--- src/design/gps_pkg.sv ---
// Shared types and constants for the grid path search unit.
package gps_pkg;

    localparam int COORD_W    = 5;
    localparam int CFG_W      = 6;
    localparam int F_W        = 7;
    localparam int G_W        = 6;
    localparam int ADDR_W     = 4;
    localparam int COORD_SPAN = 32;

    localparam logic CMD_LOAD   = 1'b0;
    localparam logic CMD_SEARCH = 1'b1;

    localparam logic [1:0] REG_COLUMNS = 2'd0;
    localparam logic [1:0] REG_ROWS    = 2'd1;
    localparam logic [1:0] REG_LIMIT   = 2'd2;

    // direction a cell was entered by
    localparam logic [1:0] DIR_PX = 2'd0;
    localparam logic [1:0] DIR_NX = 2'd1;
    localparam logic [1:0] DIR_PY = 2'd2;
    localparam logic [1:0] DIR_NY = 2'd3;

    typedef struct packed {
        logic               cmd;
        logic [COORD_W-1:0] cell_x;
        logic [COORD_W-1:0] cell_y;
        logic               passable;
        logic               enemy_here;
        logic [COORD_W-1:0] goal_x;
        logic [COORD_W-1:0] goal_y;
    } req_t;

    typedef struct packed {
        logic [COORD_W-1:0] step_x;
        logic [COORD_W-1:0] step_y;
        logic               found;
        logic               last;
    } rsp_t;

    // write controls for the per-cell stores
    typedef struct packed {
        logic map_we;
        logic map_bit;
        logic seen_we;
        logic seen_bit;
        logic par_we;
    } cell_op_t;

    // open-list scan status
    typedef struct packed {
        logic done;
        logic have;
    } scan_sts_t;

endpackage

--- src/design/gps_cell.sv ---
// Per-cell stores: enterable bit, seen bit and entry direction.
module gps_cell #(
    parameter int AW = 10
) (
    input  logic             clk,
    input  gps_pkg::cell_op_t op,
    input  logic [AW-1:0]    addr,
    input  logic [1:0]       par_wdata,
    output logic             enter_rd,
    output logic             seen_rd,
    output logic [1:0]       par_rd
);

    logic       enter_mem [2**AW];
    logic       seen_mem  [2**AW];
    logic [1:0] par_mem   [2**AW];

    // enterable map: passable and free of enemies
    always_ff @(posedge clk)
    begin
        if (op.map_we)
        begin
            enter_mem[addr] <= op.map_bit;
        end
        enter_rd <= enter_mem[addr];
    end

    // open-or-closed mark, cleared before each search
    always_ff @(posedge clk)
    begin
        if (op.seen_we)
        begin
            seen_mem[addr] <= op.seen_bit;
        end
        seen_rd <= seen_mem[addr];
    end

    // entry direction for the walk back
    always_ff @(posedge clk)
    begin
        if (op.par_we)
        begin
            par_mem[addr] <= par_wdata;
        end
        par_rd <= par_mem[addr];
    end

endmodule

--- config.mk ---
export PLATFORM = sky130hd
export DESIGN_NAME = gps_cell
export DESIGN_NICKNAME = d
export VERILOG_FILES = /design/src/design/gps_pkg.sv /design/src/design/gps_cell.sv
export SDC_FILE = /design/constraint.sdc
export NUM_CORES = 2
export LEC_CHECK = 0
export BUFFER_PORTS_ARGS = -buffer_cell sky130_fd_sc_hd__buf_2
export CAP_MARGIN = 20
export CORE_MARGIN = 2
export CORE_UTILIZATION = 60
export CTS_CLUSTER_SIZE = 10
export DETAILED_ROUTE_END_ITERATION = 7
export PLACE_DENSITY = 0.75
export SYNTH_ARGS = -nofsm -noshare
export SYNTH_HDL_FRONTEND = slang
export SYNTH_SLANG_ARGS = --single-unit
--- constraint.sdc ---
create_clock -name clk -period 3.39 [get_ports clk]
set_input_delay 0.1695 -clock clk [delete_from_list [all_inputs] [get_ports clk]]
set_output_delay 0.1695 -clock clk [all_outputs]
set_load 0.1 [all_outputs]
# Yosys cells after proc, flatten, opt, wreduce, memory -nomap -nowiden
# Memories as Yosys holds them, arrays and structs flattened. A register that Yosys moved wholly into a read port is not among the register bits.
# Index checks and enable logic that the tools add are counted.
# Widths: inputs -> output; s select.
[totals] wordCells=9 output_inout_bits=4 regBits=0 mem_bits_rw=4096 inputBits=18 n_memories=3
[op_classes] mux=6
[mem_list] name="par_mem" words=1024 word_bits=2 rd=1 rd_ports_with_merged_regs=1 write_ports=1 line="gps_cell.sv:16" rtl="logic [1:0] par_mem [2**AW];"
[mem_list] name="enter_mem" words=1024 word_bits=1 rd=1 rd_ports_with_merged_regs=1 write_ports=1 line="gps_cell.sv:14" rtl="logic enter_mem [2**AW];"
[mem_list] name="seen_mem" words=1024 word_bits=1 rd=1 rd_ports_with_merged_regs=1 write_ports=1 line="gps_cell.sv:15" rtl="logic seen_mem [2**AW];"
[ops] op="$mux 1" count=6

# Longest topological paths before layout
[depth] depth_word=2 mapped_depth=13 depth_no_buf=7

# Least setup slack after synthesis
# No wires, ideal clock.
[synth_timing] path_type="input to register" startpoint="in addr[1]" endpoint="reg par_rd[0], read port of par_mem" arrival_ns=2.336 setup_ns=0.130 path_stages=10 t_required_ns=3.260 path_slack_ns=0.924 path_buffers=4 cell_sequence="buf_2 buf_4 buf_2 buf_1 mux4_2 a22oi_1 o2111ai_1 a32o_1 a2111oi_2 nand4_1"
[synth_rtl] element="start: declaration" line="gps_cell.sv:7" rtl="input logic [AW-1:0] addr,"
[synth_rtl] element="end: declaration" line="gps_cell.sv:11" rtl="output logic [1:0] par_rd"

==> impl_results.md <==
- Crit path arrival time: a little over 4 ns
- Cell Pwr Density: roughly 550 nW/um2
- Clock Tree Root: clkbuf_16
- Post-CTS resize count: 0
- Wire length per cell: ~33 um
- Die H: 538 um
- Ys Warns: 0
- Yosys cell types: 75
- Synth cell count leaders: edfxtp_1, nor2_1, mux2i_1, clkbuf_1, mux4_2
- Kind of critical path: reg2reg
- Area share of the largest cell type after synthesis: 0.719
- Post-synthesis sequential area ratio: 0.719
- First-pass GRT wire length: around 720000 um
- Slowest cell delay on critical path: approximately 0.63 ns
- Synth Instances: roughly 11000
- Layout cell share with drive strength beyond 1: 0.156
- Gr ovfl total: 0
- Syn Nets: 11400
- Fin nets: 11500
- P_sw: between 20 and 25 mW
- IO Port Bufs: 21
- I/O Pins: 22
- CP required: roughly 4.2 ns
- Post-synth EDFFs: between 4000 and 5000
- Fin Setup TNS: 0 ns
- Setup Skew: 0.0865 ns
- Fin cells: ~15000
- Asr flop ratio synth: 0
- Grt peak-use layer: met2
- Worst hold path class: in2reg
- Met1 Use GR: 0.460
- Clk_lat worst skew: about 1 ns
- RSZ-0062 raised after global routing: no
- Worst setup EP type: register
- Final hold violations: 0
- CTS Sinks: 4100
- H-tree levels: 5
- CP max FO: 1
- Slowest CP cell: a2111oi_0
- Vias in the first global route: 105000
- Hold_buf cts: 5
- Placer Congestion: 0.898
- Tightest Pin Transition: 1.19 ns
- Cell Rows: approximately 200
- Grt met3 use: 0.0860
- Mean Syn Cell Area: ~15 um2
- Num CTS Buffers: approximately 450
- Max Cap Viol: 0
- Main synth FF type: edfxtp_1
- CTS tree: yes
- Die X: around 540 um
- Pint: about 82 mW
- CP cell instances: mux4_2, mux4_2, a2111oi_0, buf_4, nor3_1, buf_4, a2111oi_2, buf_4, nand4_1
- Final period util: 0.944
- M2 GR Usage: 0.538
- Gr usage total: 0.350
- DRC: 0
- Setup violators final: 0
- Post-DP HPWL: 289000 um
- Maximum number of pins on one net before global-route repair: just under 200
- CP Launch Type: register
- Most common cell in the netlist: edfxtp_1
- Slew Limit Fails: 0
- Post-synth top area cell: edfxtp_1
- Outcome: completed
- Register share of total power: 0.536
- Routed Antenna Nets: 0
- Clock power share: 0.411
- Clock transition at the registers of the reported paths: around 0.06 ns
- Min Tclk post-route: roughly 3.2 ns
- Die area: roughly 290000 um2
- Seq cells post-synth: 4100
- Combinational share of power: 0.052
- Detailed Route WL: slightly above 500000 um
- Clock Path Buffers: 4
- Synth area leaders: edfxtp_1, nor2_1, mux4_2, mux2i_1, o22ai_1
- Most frequent CP cell: buf_4
- Area delta synth->final: 11.5%
- Via count: 106000
- Initial Utilization: 0.601
- Initial antenna violation count: 27
- Post-CTS Setup Inserts: 0
- Worst vdd ir: between 500 and 600 uV
- Leakage power: 60.5 nW
- Placed instance count: roughly 15000
- DRT iter0 DRCs: between 15000 and 20000
- Sw frac: 0.216
- TritonRoute pass-1 iters: 6
- Core Area: ~280000 um2
- DR vias/cell: just under 7
- Post-synthesis cell area: 171000 um2
- Max-slew headroom: 0.209
- Max Freq: between 300 and 400 MHz
stage by stage:
step	total power [mW]	hold slack, ns	cell area [um2]	util	setup slack (ns)
5_1_grt	106	0.181	191000	0.671	0.0731
3_5_place_dp	62.2	0.694	178000	0.627	0.0652
3_3_place_gp	62.1	0.678	178000	0.627	0.0458
4_1_cts	104	0.0816	191000	0.670	0.177
2_1_floorplan	59.6	0.268	171000	-	0.924
6_report	104	0.136	191000	0.671	0.191
worst paths after layout:
check,from,to,slack (ns),cells past startpoint
hold / removal,op[0],par_mem[9][1],0.14,4
setup / recovery,par_mem[947][0],par_rd[0],0.19,9
hold reg to reg,enter_mem[922],enter_rd,0.96,5
setup reg to reg,par_mem[947][0],par_rd[0],0.19,9
power groups by stage:
stage,logic (mW),registers [mW],clock network (mW)
final,5.45,55.9,42.9
after global routing,5.58,55.8,44.8
after CTS,5.30,55.9,42.9
after detailed placement,5.27,56.9,0
after global placement,5.16,56.9,0
after floorplan,2.62,57.0,0
flip-flops by register name (all words and copies together) (netlist names):
signal     count
enter_mem   1024
enter_rd       1
par_mem     2048
par_rd         2
seen_mem    1024
seen_rd        1
placed cells by master (no fill, tap or decap), types with 36 or more instances in the layout:
master     netlist  final
a22oi_1         42     42
nand3_1         58     58
clkbuf_16        0    457
edfxtp_1      4096   4096
a211oi_1        36     36
nor4_1          74     74
mux2i_1       1130   1130
nor2_1        3186   3182
mux4_2         508    508
clkbuf_1       667     73
o21ai_0        138    138
nor3_1          47     44
buf_12           1    163
a21oi_1         51     51
nand2_1        280    157
buf_4           35    448
nand2_2          0     93
o22ai_1        423    423
cell families (layout without fill, tap and decap cells):
family,count (synthesis),after routing,share of synthesized area
DFF,4100,4100,0.719
buffers and inverters,1077,1202,0.0278
muxes,1650,1650,0.134
other,0,24,0
AOI/OAI and AO/OA,863,863,0.0331
and+or+nand+nor,3736,3736,0.0858
final cells by class:
cell class / count / area [um2]
Sequential cell: 4100 / 123000
Fill cell: 18500 / 93700
Multi-Input combinational cell: 6249 / 43900
Clock buffer: 530 / 11700
Timing Repair Buffer: 634 / 6820
Tap cell: 3762 / 4710
Clock inverter: 26 / 490
Antenna cell: 24 / 60.1
Inverter: 12 / 50.0
routing by layer:
metal / wire [um] / up-vias
li1: - / 42500
met1: 170000 / 53300
met2: 233000 / 8696
met3: 72300 / 1786
met4: 34500 / 26
met5: 196 / -
worst max-delay path: cells and delay by family, from the launching register on:
family,cells,cell delay (ns)
multiplexers,2,1.05
AO/OA/AOI/OAI,2,0.86
buffers and inverters,3,0.59
flip-flops,1,0.39
AND/OR/NAND/NOR,2,0.18
Note: power is estimated with default switching activity, not from simulation.
